--- config.mk ---
export PLATFORM = sky130hd
export DESIGN_NAME = lpkv_ram
export DESIGN_NICKNAME = d
export VERILOG_FILES = /design/src/hdl/lpkv_ram.sv
export SDC_FILE = /design/constraint.sdc
export NUM_CORES = 2
export LEC_CHECK = 0
export BUFFER_PORTS_ARGS = -buffer_cell sky130_fd_sc_hd__buf_2
export CELL_PAD_IN_SITES_DETAIL_PLACEMENT = 2
export CELL_PAD_IN_SITES_GLOBAL_PLACEMENT = 2
export CORE_ASPECT_RATIO = 0.8
export CORE_UTILIZATION = 54
export CTS_CLUSTER_DIAMETER = 150
export CTS_CLUSTER_SIZE = 30
export DETAILED_ROUTE_END_ITERATION = 16
export PLACE_DENSITY_LB_ADDON = 0.1
export SYNTH_ARGS = -nofsm -noshare
export SYNTH_HDL_FRONTEND = slang
export SYNTH_SLANG_ARGS = --single-unit
--- constraint.sdc ---
create_clock -name clk -period 18.6 [get_ports clk]
set_input_delay 2.79 -clock clk [delete_from_list [all_inputs] [get_ports clk]]
set_output_delay 2.79 -clock clk [all_outputs]
set_load 0.01 [all_outputs]
--- src/hdl/lpkv_ram.sv ---
module lpkv_ram #(
	parameter int WIDTH = 64,
	parameter int DEPTH = 64
) (
	input  logic                     clk,
	input  logic                     we,
	input  logic [$clog2(DEPTH)-1:0] waddr,
	input  logic [WIDTH-1:0]         wdata,
	input  logic [$clog2(DEPTH)-1:0] raddr,
	output logic [WIDTH-1:0]         rdata
);

	logic [WIDTH-1:0] mem [DEPTH];
	logic [WIDTH-1:0] rdata_q;

	always_ff @(posedge clk) begin
		if (we) begin
			mem[waddr] <= wdata;
		end
		rdata_q <= mem[raddr];
	end

	assign rdata = rdata_q;

endmodule

==> impl_metrics.toml, run 1 <==
[status]
run_status = "stopped before the end"
haltStage = "detailed placement"
error = "[ERROR DPL-0033] detailed placement checks failed during check placement."

[floorplanning]
io_pins = 142
rows = 176
fp.dieW_um = 603.6
die_h_um = 483.3
start_util_pct = 54.36

[yosys]
ys.flop_type = "edfxtp_1"
yosys.cell_types.count = 33
synth_seq_area_share_pct = 79.49
ys_warn_count = 0
syn_area_per_cell_um2 = 23.70
synth_edf_count = 4096
synth_area_um2 = 156300
syn-num-nets = 6676
postSynthCellCount = 6598
ys_ff_latch = 4160
async_flop_share_pct = 0

[placed_design]
hpwlAfterDp_um = 339900
place_congestion = 0.7764
io_buffers = 141
stage by stage:
stage | setup WS, ps | hold slack [ps] | cell area, µm² | instances
3_3_place_gp | 10960 | 841.3 | 162400 | 10420
2_1_floorplan | 10370 | 787.8 | 156300 | 6598
logic make-up after synthesis:
group / Yosys count / synth area share [%]
compound gates: 504 / 2.477
flops: 4160 / 79.49
simple gates: 386 / 1.240
mux: 1159 / 15.61
buf+inv: 389 / 1.180
cell usage after synthesis (all sizes together), types with 2 or more instances:
| cell | number | area (µm²) |
|---|---|---|
| or2 | 28 | 175.2 |
| inv | 19 | 71.32 |
| nand4 | 2 | 12.51 |
| a22o | 88 | 770.7 |
| a22oi | 168 | 1261 |
| o221ai | 38 | 332.8 |
| nand2b | 11 | 68.82 |
| edfxtp | 4096 | 123000 |
| mux2i | 135 | 1351 |
| nor3 | 2 | 10.01 |
| nand3b | 2 | 15.01 |
| o22ai | 83 | 519.3 |
| clkbuf | 140 | 525.5 |
| nand2 | 58 | 217.7 |
| mux4 | 1024 | 23060 |
| a31oi | 18 | 112.6 |
| and3 | 64 | 400.4 |
| dfxtp | 64 | 1281 |
| nor2 | 112 | 420.4 |
| buf | 230 | 1249 |
| a211oi | 63 | 473.0 |
| nor2b | 28 | 175.2 |
| nand3 | 45 | 225.2 |
| a2bb2oi | 19 | 166.4 |
| or3 | 29 | 181.4 |
| and2 | 3 | 18.77 |
| a41oi | 26 | 227.7 |
==> run 2: changes to the inputs <==
==> config.mk (replaced) <==
export PLATFORM = sky130hd
export DESIGN_NAME = lpkv_ram
export DESIGN_NICKNAME = d
export VERILOG_FILES = /design/src/hdl/lpkv_ram.sv
export SDC_FILE = /design/constraint.sdc
export NUM_CORES = 2
export LEC_CHECK = 0
export BUFFER_PORTS_ARGS = -buffer_cell sky130_fd_sc_hd__buf_2
export CORE_UTILIZATION = 39
export DETAILED_ROUTE_END_ITERATION = 16
export PLACE_DENSITY_LB_ADDON = 0.15
export SYNTH_ARGS = -nofsm -noshare
export SYNTH_HDL_FRONTEND = slang
export SYNTH_SLANG_ARGS = --single-unit
==> run 2 against run 1 <==
Synthesized cell count is the same. Area after synthesis is the same. The flow now finishes without violations.
==> impl_metrics.toml, run 2 <==
[status]
run_status = "finished, final reports clean"

[timing]
setup_violations = 0
fin_skew_ps = 34.22
hold_viol = 0
post-route-min-period_ps = 7199
worst_pin_slew_ps = 1450
drv_slew = 0
post-route-period-util_pct = 38.70
rsz0062_at_grt = "false"
fmax_mhz = 138.9
tns_ps = 0
max_slew_margin_pct = 3.364

[yosys]
synth_common_cells = "edfxtp_1 (4096), mux4_2 (1024), buf_2 (170)"
ys_warn_count = 0
ys_ff_latch = 4160
ys.flop_type = "edfxtp_1"
synth_top_cell_area_share_pct = 78.67
synth_top_family_by_area = "multiplexers"
yosys.area_share.simple_pct = 1.240
synth_top_cell_by_area = "edfxtp_1"
synthMuxAreaShare_pct = 15.61
postSynthCellCount = 6598
synth_most_common_cell = "edfxtp_1"
async_flop_share_pct = 0
synth_compound_area_share_pct = 2.477
syn-num-nets = 6676
synth_area_um2 = 156300
synth_edf_count = 4096
ys_top_cells_by_area = "edfxtp_1 (79%), mux4_2 (15%), mux2i_1 (0.86%)"
synthXorXnorAreaFrac_pct = 0
synth_seq_area_share_pct = 79.49
yosys.cell_types.count = 33
synthAdderAreaFrac_pct = 0
syn_area_per_cell_um2 = 23.70

[finish]
largest_reg_flops = 4096
regMostFlops = "mem"
multi_input_area_um2 = 30800
fillers = 33440
layout.nets = 7084
final_common_cell = "edfxtp_1"
stdcell_count = 12660
final_cell_mix = "edfxtp_1 (4096), mux4_2 (1024), clkbuf_16 (442)"
fin_util_pct = 44.63
register_area_um2 = 124300
area_growth_pct = 13.95
drive_above_1_share_pct = 28.24

[drt]
dr.first_iter.drc_count = 8726
wl_um = 470100
vias_per_cell = 5.936
vias = 75150
ant_nets = 0
drcViolationCount = 0
firstDrtPassIters = 6
routedWlPerCell_um = 37.13

[clock_tree]
cts_resized = 0
cts_tree = "yes"
cts-root-buf = "clkbuf_16"
numCtsBuffers = 437
numClockSinks = 4160
clock_latency_ps = 980
ctsHoldBuffers = 0
postCtsSetupRepairBufs = 0
clk_pin_slew_worst_paths_ps = 60
clockBufferDepth = 4
cts_max_level = 5

[worst_setup_path]
startpoint_type = "primary input"
cp_max_fo = 96
cp_common_cell = "buf_4"
critical_path_arrival_ps = 7990
critical_path.cell_chain = "buf_12 > buf_4 > buf_12 > buf_4 > buf_4 > mux4_2 > mux2i_1 > o22ai_1 > a41oi_1 > a211oi_1"
crit_required_ps = 19390
endpoint_kind = "flip-flop"
critPathMaxStageDelay_ps = 870
criticalPathCategory = "primary input to flip-flop"
crit_path_top_delay_cell = "buf_4"
worst_r2r_path_depth = 5

[grt]
grt_first_pass_wirelength_um = 645800
grt_util_met1_pct = 32.27
use_met3_pct = 2.920
grt_pass1_vias = 77670
antenna_found_initial = 41
grt.busiest_layer = "met2"
gr-total-overflow = 0
grt_use_met2_pct = 38.59
grt_usage_pct = 23.11
grt_max_degree = 99

[placed_design]
place_congestion = 0.7413
placed_cells_incl_taps = 11830
io_buffers = 141
hpwlAfterDp_um = 242400

[floorplanning]
dieArea_um2 = 403400
rows = 232
fp.dieW_um = 635.2
die_h_um = 635.2
io_pins = 142
start_util_pct = 39.17
core_um2 = 399100

[run]
drv_cap = 0

[power_and_ir_drop]
peakVddDrop_mv = 0.08591
p_leak_nw = 55.05
power.density_nw_per_um2 = 111.4

[worst_hold_path]
hp-class = "flip-flop to flip-flop"
hold_path_depth = 4
[run 2: cell counts after synthesis]
Identical to the previous run, type by type.
[run 2: area by class of cell]
type / instances / area share, %
Sequential cell: 4160 / 69.76
Multi-Input combinational cell: 2049 / 17.29
Clock buffer: 581 / 6.659
Tap cell: 5265 / 3.698
Timing Repair Buffer: 339 / 1.370
Clock inverter: 231 / 1.165
Inverter: 19 / 0.04003
Antenna cell: 16 / 0.02247
[run 2: metrics by stage]
stage	instance area (µm²)	worst slack (ps)	hold slack (ps)	power, mW
2_1_floorplan	156300	10370	787.8	11.09
3_3_place_gp	164200	10140	828.9	11.52
3_5_place_dp	164200	10230	828.3	11.53
4_1_cts	178100	11290	838.3	20.03
5_1_grt	178100	10850	878.9	20.38
6_report	178200	11400	840.2	19.84
[run 2: final timing paths]
check	endpoint	startpoint	slack [ps]
hold / removal	rdata[12]$_DFF_P_	mem[63][12]$_DFFE_PP_	840
setup / recovery	rdata[25]$_DFF_P_	raddr[0]	11400
setup reg to reg	rdata[50]$_DFF_P_	mem[12][50]$_DFFE_PP_	16290
hold reg to reg	rdata[12]$_DFF_P_	mem[63][12]$_DFFE_PP_	840
[run 2: cell families (layout without fill, tap and decap cells)]
| family | count (synthesis) | count (layout) |
|---|---|---|
| flops | 4160 | 4160 |
| mux | 1159 | 1159 |
| compound gates | 504 | 504 |
| buf+inv | 389 | 1170 |
| simple gates | 386 | 386 |
| other cells | 0 | 16 |
[run 2: metal layers]
| layer | vias to the layer above | part of all wire, % |
|---|---|---|
| met5 | - | 0.0064 |
| met4 | 6 | 2.7 |
| met3 | 643 | 5.9 |
| met2 | 2846 | 49 |
| met1 | 42260 | 42 |
| li1 | 29390 | - |
[run 2: power breakdown]
group / leakage [nW] / internal [mW] / switching, mW
sequential: 37.4 / 10.4 / 0.0518
clock: 6.80 / 4.90 / 3.63
combinational: 10.9 / 0.317 / 0.559
total: 55.1 / 15.6 / 4.24
[run 2: worst max-delay path, delay by kind of cell]
family | cells | cell delay (ps)
buffers and inverters | 5 | 3550
muxes | 2 | 770
AOI/OAI and AO/OA | 3 | 490
No activity file was read; power rests on OpenSTA's default activity.
